## src/rtl/core/rfr_pkg.sv

```systemverilog
`default_nettype none
package rfr_pkg;

  localparam int MAX_WIDTH  = 256;
  localparam int MAX_HEIGHT = 256;

  localparam int SIZE_W  = 9;
  localparam int TSIZE_W = 13;
  localparam int POS_W   = 24;
  localparam int CNT_W   = 12;
  localparam int DIV_W   = 25;
  localparam int PIX_W   = 24;
  localparam int WGT_W   = 33;
  localparam int ACC_W   = 41;

  localparam logic [2:0] REG_SRC_WIDTH  = 3'd0;
  localparam logic [2:0] REG_SRC_HEIGHT = 3'd1;
  localparam logic [2:0] REG_TGT_WIDTH  = 3'd2;
  localparam logic [2:0] REG_TGT_HEIGHT = 3'd3;
  localparam logic [2:0] REG_KIND       = 3'd4;

  localparam logic [1:0] NB_TL = 2'd0;
  localparam logic [1:0] NB_TR = 2'd1;
  localparam logic [1:0] NB_BL = 2'd2;
  localparam logic [1:0] NB_BR = 2'd3;

  typedef struct packed {
    logic       load;
    logic       div_start;
    logic       div_sel_y;
    logic       take_x;
    logic       take_y;
    logic       issue;
    logic [1:0] nb;
    logic       finish;
  } cmd_t;

  typedef struct packed {
    logic pass_start;
    logic div_done;
    logic out_free;
  } status_t;

endpackage
`default_nettype wire

```

## src/rtl/core/rfr_ctrl.sv

```systemverilog
`default_nettype none
module rfr_ctrl
  import rfr_pkg::*;
(
  input  wire logic    clk,
  input  wire logic    rst,
  input  wire logic    in_valid,
  input  wire logic    in_emit,
  output logic         in_ready,
  input  wire status_t status,
  output cmd_t         cmd
);

  localparam logic [2:0] ST_IDLE  = 3'd0;
  localparam logic [2:0] ST_DIVX  = 3'd1;
  localparam logic [2:0] ST_WAITX = 3'd2;
  localparam logic [2:0] ST_DIVY  = 3'd3;
  localparam logic [2:0] ST_WAITY = 3'd4;
  localparam logic [2:0] ST_READ  = 3'd5;
  localparam logic [2:0] ST_DRAIN = 3'd6;
  localparam logic [2:0] ST_FIN   = 3'd7;

  logic [2:0] state, state_next;
  logic [1:0] cnt, cnt_next;

  assign in_ready = (state == ST_IDLE);

  always_comb begin
    state_next = state;
    cnt_next   = cnt;
    cmd        = '0;
    unique case (state)
      ST_IDLE: begin
        if (in_valid) begin
          if (!in_emit) begin
            cmd.load = 1'b1;
          end else begin
            cnt_next   = '0;
            state_next = status.pass_start ? ST_DIVX : ST_READ;
          end
        end
      end
      ST_DIVX: begin
        cmd.div_start = 1'b1;
        state_next    = ST_WAITX;
      end
      ST_WAITX: begin
        if (status.div_done) begin
          cmd.take_x = 1'b1;
          state_next = ST_DIVY;
        end
      end
      ST_DIVY: begin
        cmd.div_start = 1'b1;
        cmd.div_sel_y = 1'b1;
        state_next    = ST_WAITY;
      end
      ST_WAITY: begin
        cmd.div_sel_y = 1'b1;
        if (status.div_done) begin
          cmd.take_y = 1'b1;
          cnt_next   = '0;
          state_next = ST_READ;
        end
      end
      ST_READ: begin
        cmd.issue = 1'b1;
        cmd.nb    = cnt;
        cnt_next  = cnt + 2'd1;
        if (cnt == NB_BR) begin
          cnt_next   = '0;
          state_next = ST_DRAIN;
        end
      end
      ST_DRAIN: begin
        // The drain state lets the last products reach the accumulators.
        cnt_next = cnt + 2'd1;
        if (cnt == 2'd1) state_next = ST_FIN;
      end
      ST_FIN: begin
        if (status.out_free) begin
          cmd.finish = 1'b1;
          state_next = ST_IDLE;
        end
      end
      default: state_next = ST_IDLE;
    endcase
  end

  always_ff @(posedge clk) begin
    if (rst) begin
      state <= ST_IDLE;
      cnt   <= '0;
    end else begin
      state <= state_next;
      cnt   <= cnt_next;
    end
  end

endmodule
`default_nettype wire

```

## config.mk

```make
export PLATFORM = sky130hd
export DESIGN_NAME = rfr_ctrl
export DESIGN_NICKNAME = d
export VERILOG_FILES = /design/src/rtl/core/rfr_pkg.sv /design/src/rtl/core/rfr_ctrl.sv
export SDC_FILE = /design/constraint.sdc
export NUM_CORES = 1
export LEC_CHECK = 0
export ABC_AREA = 1
export BUFFER_PORTS_ARGS = -buffer_cell sky130_fd_sc_hd__buf_4
export CORE_UTILIZATION = 35
export CTS_CLUSTER_SIZE = 14
export DETAILED_ROUTE_END_ITERATION = 10
export PLACE_DENSITY = 0.72
export SLEW_MARGIN = 20
export SYNTH_ARGS = -nofsm -noshare
export SYNTH_HDL_FRONTEND = slang
export SYNTH_SLANG_ARGS = --single-unit
```

## constraint.sdc

```tcl
create_clock -name clk -period 1.3 [get_ports clk]
set_clock_uncertainty 0.05 [all_clocks]
set_input_delay 0.195 -clock clk [delete_from_list [all_inputs] [get_ports clk]]
set_output_delay 0.195 -clock clk [all_outputs]
set_load 0.01 [all_outputs]
```

Word-level counts from Yosys, hierarchy flattened
Index checks and enable logic that the tools add are counted.

word-level totals
  register bits after elaboration = 5
  output and inout bits = 10

operators by class
  add/sub/neg operators = 1
  equality and inequality tests = 16
  multiplexer cells = 25
  reduce and logical (&&, ||, !) cells = 6

operators with widths
  kind                 count
  $mux 3               9
  $pmux 3 s8           1
  $ne 2x2->1 const B   7
  $eq 3x3->1 const B   4
  $mux 1               10
  $mux 2               4
  $pmux 2 s4           1
  $reduce_and 7->1     1
  $eq 3x2->1 const B   2
  $reduce_and 4->1     1
  $reduce_bool 4->1    1
  $reduce_or 2->1      2
  $eq 3x1->1 const B   1
  $logic_not 3->1      1
  $add 2x1->2 const B  1
  $eq 2x1->1 const B   1
  $eq 2x2->1 const B   1

Depth between registers and ports, before layout
Gate-level depths: netlist of the first run.

  depth in word-level cells = 4
  gate-level depth with buffers = 10
  depth with buffers taken out = 10

Worst setup path before layout of the first run
No wires, ideal clock.

  path kind = flip-flop to output port
  start = register state[0]
  end = output port cmd[8] (netlist name)
  arrival time = 0.989 ns
  required time = 1.055 ns
  path slack = 0.066 ns
  stages on the path, launching flop included = 4
  cells stage by stage = dfxtp_1 > nor2_2 > inv_1 > nor4_1

RTL lines
  what                    RTL line        RTL
  start, declared         rfr_ctrl.sv:23  logic [2:0] state, state_next;
  start signal, assigned  rfr_ctrl.sv:95  state <= state_next;
  end, declared           rfr_ctrl.sv:11  output cmd_t cmd

==> insert_results.sql, run 1 <==
INSERT INTO impl_metrics (metric_group, metric, value, unit) VALUES
('pwr', 'max-vdd-ir-drop', '1270', 'µV'),
('critical_path', 'critical-path-top-delay-family', 'flip-flops', ''),
('finish', 'layout.cells.non_filler', '123', ''),
('clock_tree', 'clock_path_buffers', '2', ''),
('logic_synthesis', 'synth_nets', '91', ''),
('detailed_routing', 'drt-vias-per-instance', '4.80', ''),
('critical_path', 'worst_path_required', '1.05', 'ns'),
('detailed_routing', 'drcViolationCount', '0', ''),
('finish', 'layout.filler_cells', '119', ''),
('logic_synthesis', 'synthDominantCellAreaShare', '21.4', '%'),
('floorplanning', 'floorplan.die.height', '38.6', 'µm'),
('outcome', 'failed_checks', 'setup timing', ''),
('floorplanning', 'start_util', '40.0', '%'),
('sta', 'fin_hold_ws', '0.0786', 'ns'),
('critical_path', 'startpoint', 'state[1]$_SDFFE_PP0P_', ''),
('logic_synthesis', 'post_synth_instance_area', '468', 'µm²'),
('detailed_routing', 'aggregate_routed_wire_length', '1.31', 'mm'),
('floorplanning', 'placement_rows', '12', ''),
('clock_tree', 'cts.htree.levels', '1', ''),
('run', 'maxCapViolCount', '0', ''),
('clock_tree', 'insertion_delay', '0.24', 'ns'),
('logic_synthesis', 'synth.lib_cells_used.distinct', '17', ''),
('sta', 'worst-slew-pin-transition', '0.226', 'ns'),
('critical_path', 'path_depth', '4', ''),
('logic_synthesis', 'ys_ff_latch', '5', ''),
('outcome', 'run_status', 'finished, violations left', ''),
('logic_synthesis', 'count_of_flip_flops_with_a_built_in_enable_after_synthesis', '0', ''),
('clock_tree', 'cts-buffers-inserted', '3', ''),
('logic_synthesis', 'ys_warn_count', '0', ''),
('critical_path', 'critical_path.slowest_cell', 'sky130_fd_sc_hd__dfxtp_4', ''),
('pwr', 'power-per-cell-area', '2060', 'nW/µm²'),
('floorplanning', 'floorplan.core_area', '1170', 'µm²'),
('finish', 'insertedDiodeCount', '0', ''),
('global_route', 'grt_use_total', '21.1', '%'),
('sta', 'final_critical_path_setup_slack', '-0.117', 'ns'),
('place', 'pre_cts_setup_slack', '0.00883', 'ns'),
('logic_synthesis', 'synth_area_leader_cell', 'sky130_fd_sc_hd__dfxtp_1', ''),
('floorplanning', 'die_area', '1490', 'µm²'),
('clock_tree', 'cts_tree', 'yes', ''),
('clock_tree', 'numClockSinks', '5', ''),
('detailed_routing', 'wire_per_inst', '10.6', 'µm'),
('finish', 'synthToLayoutAreaGrowth', '60.7', '%'),
('global_route', 'grt_first_pass_wirelength', '2.09', 'mm'),
('critical_path', 'worstSetupPathType', 'flop to primary output', ''),
('logic_synthesis', 'netlist_top_cells_area', 'sky130_fd_sc_hd__dfxtp_1 (21%), sky130_fd_sc_hd__nand2_1 (16%), sky130_fd_sc_hd__nor2_1 (13%), sky130_fd_sc_hd__inv_1 (11%), sky130_fd_sc_hd__nand3_1 (6.4%)', ''),
('logic_synthesis', 'seq_area_frac_synth', '21.4', '%'),
('logic_synthesis', 'syn-instance-count', '82', ''),
('place', 'placed_cells', '115', ''),
('logic_synthesis', 'postSynth.asyncResetShare', '0', '%'),
('global_route', 'globalRoute.totalOverflow', '0', ''),
('critical_path', 'worst_setup_path_start_kind', 'flop', ''),
('detailed_routing', 'drt-pass1-iter-count', '4', ''),
('sta', 'fmax', '0.706', 'GHz'),
('place', 'place_congestion', '0.785', ''),
('sta', 'final_max_slew_viol_count', '0', ''),
('logic_synthesis', 'synthTopCellsByCount', 'sky130_fd_sc_hd__nand2_1 (20), sky130_fd_sc_hd__nor2_1 (16), sky130_fd_sc_hd__inv_1 (14)', ''),
('critical_path', 'slowest_delay', '0.36', 'ns'),
('global_route', 'grt_start_max_net_pins', '9', ''),
('floorplanning', 'die_width', '38.6', 'µm'),
('pwr', 'power.static_leakage', '0.409', 'nW'),
('critical_path', 'critical_path_peak_fanout', '5', ''),
('critical_path', 'setup.worst_path.end_class', 'primary output', ''),
('min_path', 'hold_class', 'input pin to flop', ''),
('critical_path', 'path_cells', 'nor2_4, inv_2, nor4_4, buf_4', ''),
('global_route', 'number_of_global_route_vias_before_repair', '523', ''),
('min_path', 'whs_path_depth', '2', ''),
('sta', 'setup-violations-final', '9', ''),
('critical_path', 'cp_data_arrival_time', '1.17', 'ns'),
('floorplanning', 'num_io_pins', '17', ''),
('place', 'place.port_buffers', '16', ''),
('detailed_routing', 'wirelength_met1', '510', 'µm');
power by group:
group          switching (mW)  leakage [nW]  internal, mW
Combinational           0.596         0.352         0.465
Clock                  0.0566        0.0150         0.116
Sequential             0.0887        0.0426         0.225
state kept, by name, summed over array words and instances, names as in the netlist:
name / cells
state: 3
cnt: 2
layout make-up:
class / count / area, µm² / share of cell area [%]
Clock buffer: 4 / 26.3 / 3.49
Timing Repair Buffer: 24 / 184 / 24.5
Inverter: 16 / 60.1 / 7.99
Multi-Input combinational cell: 60 / 355 / 47.3
Sequential cell: 5 / 109 / 14.5
Tap cell: 14 / 17.5 / 2.33
timing repair:
item | CTS | global route
pin swaps | 4 | 2
endpoints found under the setup margin | 9 | 12
hold buffers | 0 | 0
buffers inserted | 4 | 0
gates resized for setup | 13 | 6
cell families after synthesis:
| kind of cell | synth area share, % |
|---|---|
| buffers and inverters | 14.4 |
| adder cells (fa/ha/maj) | 5.35 |
| flip-flops | 21.4 |
| AND/OR/NAND/NOR | 54.0 |
| AO/OA/AOI/OAI | 4.81 |
stage by stage:
stage / setup TNS (ns) / total power [mW]
after floorplan: 0 / 0.842
after global placement: 0 / 1.12
after detailed placement: 0 / 1.13
after CTS: -0.349 / 1.48
after global routing: -1.11 / 1.68
final: -0.450 / 1.55
cell usage in the layout, fill, tap and decap left out:
master and instances:
sky130_fd_sc_hd__nand3_1 4, sky130_fd_sc_hd__nand3_2 4, sky130_fd_sc_hd__ha_1 2, sky130_fd_sc_hd__inv_2 4
sky130_fd_sc_hd__clkbuf_4 3, sky130_fd_sc_hd__dfxtp_2 1, sky130_fd_sc_hd__dfxtp_1 2, sky130_fd_sc_hd__nand2_2 2
sky130_fd_sc_hd__buf_4 23, sky130_fd_sc_hd__nor2_2 1, sky130_fd_sc_hd__o21bai_1 1, sky130_fd_sc_hd__nor4_4 1
sky130_fd_sc_hd__nand2_1 20, sky130_fd_sc_hd__nor2_1 14, sky130_fd_sc_hd__nor3_1 1, sky130_fd_sc_hd__buf_6 1
sky130_fd_sc_hd__clkbuf_1 1, sky130_fd_sc_hd__dfxtp_4 2, sky130_fd_sc_hd__a21oi_1 3, sky130_fd_sc_hd__nor3_2 3
sky130_fd_sc_hd__nor2_4 4, sky130_fd_sc_hd__inv_1 12
worst paths after layout:
path,to
worst max register to register,state[1]$_SDFFE_PP0P_
worst min register to register,cnt[1]$_SDFFE_PP0P_
worst max-delay path,cmd[8]
worst min-delay path,cnt[0]$_SDFFE_PP0P_
metal layers:
layer,track usage [%],vias up
met3,5.23,2
li1,-,305
met5,0,-
met4,16.4,0
met2,35.0,14
met1,22.4,270
(Power assumes the default switching activity.)
==> run 2, diff against run 1 <==
--- a/config.mk
+++ b/config.mk
@@ -7,11 +7,13 @@
 export LEC_CHECK = 0
 export ABC_AREA = 1
 export BUFFER_PORTS_ARGS = -buffer_cell sky130_fd_sc_hd__buf_4
-export CORE_UTILIZATION = 35
+export CELL_PAD_IN_SITES_DETAIL_PLACEMENT = 1
+export CELL_PAD_IN_SITES_GLOBAL_PLACEMENT = 1
+export CORE_UTILIZATION = 32
 export CTS_CLUSTER_SIZE = 14
 export DETAILED_ROUTE_END_ITERATION = 10
-export PLACE_DENSITY = 0.72
-export SLEW_MARGIN = 20
+export PLACE_DENSITY = 0.89
+export SLEW_MARGIN = 40
 export SYNTH_ARGS = -nofsm -noshare
 export SYNTH_HDL_FRONTEND = slang
 export SYNTH_SLANG_ARGS = --single-unit
==> constraint.sdc (replaced) <==
create_clock -name clk -period 1.7 [get_ports clk]
set_clock_uncertainty 0.05 [all_clocks]
set_input_delay 0.255 -clock clk [delete_from_list [all_inputs] [get_ports clk]]
set_output_delay 0.255 -clock clk [all_outputs]
set_load 0.01 [all_outputs]
==> insert_results.sql, run 2 (synthesis results as in run 1) <==
INSERT INTO impl_metrics (metric_group, metric, value, unit) VALUES
('outcome', 'run_status', 'finished, final reports clean', ''),
('critical_path', 'worst_path_required', '1.39', 'ns'),
('pwr', 'combinationalPowerShare', '62.9', '%'),
('floorplanning', 'die_area', '1620', 'µm²'),
('sta', 'fmax', '0.629', 'GHz'),
('pwr', 'max-vdd-ir-drop', '556', 'µV'),
('clock_tree', 'clk_pin_slew', '0.04', 'ns'),
('pwr', 'power.static_leakage', '0.360', 'nW'),
('clock_tree', 'clock_path_buffers', '2', ''),
('global_route', 'number_of_global_route_vias_before_repair', '510', ''),
('place', 'place.port_buffers', '16', ''),
('pwr', 'power.clock.fraction', '13.8', '%'),
('clock_tree', 'cts_hold_buf', '0', ''),
('sta', 'final_max_slew_viol_count', '0', ''),
('sta', 'finalWorstPathRequiredPeriod', '1.59', 'ns'),
('global_route', 'grt_start_max_net_pins', '9', ''),
('detailed_routing', 'aggregate_routed_wire_length', '1.22', 'mm'),
('sta', 'grt_setup_unrepaired', 'true', ''),
('detailed_routing', 'drt.antenna.violating_nets', '0', ''),
('critical_path', 'cp_data_arrival_time', '1.29', 'ns'),
('pwr', 'total_power', '0.968', 'mW'),
('min_path', 'hold_class', 'input pin to flop', ''),
('detailed_routing', 'wire_per_inst', '10.4', 'µm'),
('global_route', 'number_of_antenna_violations_at_the_first_check_in_global_routing', '0', ''),
('finish', 'finalNetCount', '112', ''),
('sta', 'slew_headroom', '84.9', '%'),
('global_route', 'grt_first_pass_wirelength', '1.92', 'mm'),
('finish', 'drive_above_1_share', '30.4', '%'),
('detailed_routing', 'detailroute.via_count', '553', ''),
('sta', 'fin_hold_ws', '0.135', 'ns'),
('critical_path', 'setup.worst_path.end_class', 'primary output', ''),
('sta', 'setup-violations-final', '0', ''),
('finish', 'largest-register', 'state', ''),
('place', 'place_congestion', '0.708', ''),
('floorplanning', 'floorplan.die.height', '40.2', 'µm'),
('global_route', 'globalRoute.totalOverflow', '0', ''),
('sta', 'finalHoldViolations', '0', ''),
('floorplanning', 'placement_rows', '13', ''),
('floorplanning', 'num_io_pins', '17', ''),
('pwr', 'p_int', '0.496', 'mW'),
('critical_path', 'worst_setup_path_start_kind', 'flop', ''),
('clock_tree', 'insertion_delay', '0.24', 'ns'),
('detailed_routing', 'detailedRoute.firstIterationViolations', '2', ''),
('pwr', 'switching_power', '0.472', 'mW'),
('critical_path', 'critical_path_peak_fanout', '7', ''),
('clock_tree', 'cts_setup_buffers', '0', ''),
('finish', 'largest_register_ff_count', '3', ''),
('run', 'maxCapViolCount', '0', ''),
('finish', 'layout_commonest_cell', 'sky130_fd_sc_hd__nand2_1', ''),
('floorplanning', 'floorplan.core_area', '1330', 'µm²'),
('sta', 'fin_setup_tns', '0', 'ns'),
('clock_tree', 'cts-buffers-inserted', '3', ''),
('finish', 'reg.largest.list', 'state: 3 flops, cnt: 2 flops', ''),
('detailed_routing', 'drt-vias-per-instance', '4.73', ''),
('pwr', 'share_of_total_power_in_sequential_cells', '23.2', '%'),
('place', 'detailedPlacementHpwl', '1.06', 'mm'),
('pwr', 'swShare', '48.8', '%'),
('detailed_routing', 'drcViolationCount', '0', ''),
('sta', 'finalCritPeriodShare', '93.6', '%'),
('floorplanning', 'die_width', '40.2', 'µm'),
('detailed_routing', 'drt-pass1-iter-count', '2', ''),
('finish', 'synthToLayoutAreaGrowth', '35.6', '%'),
('pwr', 'power-per-cell-area', '1530', 'nW/µm²'),
('clock_tree', 'cts_root_buf', 'sky130_fd_sc_hd__clkbuf_4', ''),
('sta', 'worst-slew-pin-transition', '0.224', 'ns'),
('floorplanning', 'start_util', '35.1', '%'),
('clock_tree', 'numClockSinks', '5', ''),
('global_route', 'grt_use_total', '18.2', '%'),
('finish', 'most-common-layout-cells', 'sky130_fd_sc_hd__nand2_1 (20), sky130_fd_sc_hd__buf_4 (17), sky130_fd_sc_hd__nor2_1 (16)', ''),
('clock_tree', 'cts.htree.levels', '1', ''),
('finish', 'insertedDiodeCount', '0', ''),
('clock_tree', 'cts_tree', 'yes', ''),
('critical_path', 'worstSetupPathType', 'flop to primary output', '');
run 2: cell types whose count changed in the layout (fill, tap and decap cells not counted), sizes merged:
cell  previous run  this run
buf             24        17
run 2: routing by layer:
layer  track usage, %  wire (µm)  vias to the layer above
met3             3.33         56                        4
met2             36.7        648                       14
met5                0          0                        -
met1             16.6        492                      247
met4             10.0         19                        0
li1                 -          -                      288
run 2: final cells by class:
cell class                      instances  area (µm²)
Clock buffer                            4        26.3
Multi-Input combinational cell         60         300
Timing Repair Buffer                   17         128
Tap cell                               15        18.8
Inverter                               16        60.1
Sequential cell                         5         101
Fill cell                             210         699
run 2: final timing paths:
check                                           start  slack, ns  cells after the start                    end
worst max-delay path            state[0]$_SDFFE_PP0P_       0.11                      4                 cmd[8]
worst min-delay path                              rst       0.14                      2    cnt[1]$_SDFFE_PP0P_
worst max register to register    cnt[0]$_SDFFE_PP0P_       0.35                      8  state[0]$_SDFFE_PP0P_
worst min register to register    cnt[1]$_SDFFE_PP0P_       0.44                      2    cnt[1]$_SDFFE_PP0P_
run 2: power groups by stage:
stage / Combinational [mW] / Sequential [mW] / Clock (mW)
finish: 0.609 / 0.225 / 0.134
global route: 0.697 / 0.233 / 0.146
CTS: 0.623 / 0.223 / 0.142
detailed placement: 0.621 / 0.226 / 0
global placement: 0.602 / 0.223 / 0
floorplan: 0.440 / 0.203 / 0
run 2: through the flow:
step	area (µm²)	utilization, %	setup WS [ns]	cells
floorplan	468	-	0.406	82
global placement	607	45.5	0.338	113
detailed placement	607	45.5	0.312	113
CTS	633	47.5	0.0429	117
global route	634	47.6	-0.0197	117
finish	634	47.6	0.109	117
run 2: repair_timing:
action	CTS	global route
gates resized for setup	0	1
hold endpoints to repair	0	0
setup endpoints to repair	0	3
run 2: critical path, cell delays in order, from the launching register on:
cell and delay (ns):
sky130_fd_sc_hd__dfxtp_1 0.36, sky130_fd_sc_hd__nor2_2 0.22, sky130_fd_sc_hd__inv_1 0.12, sky130_fd_sc_hd__nor4_1 0.18
sky130_fd_sc_hd__buf_4 0.17
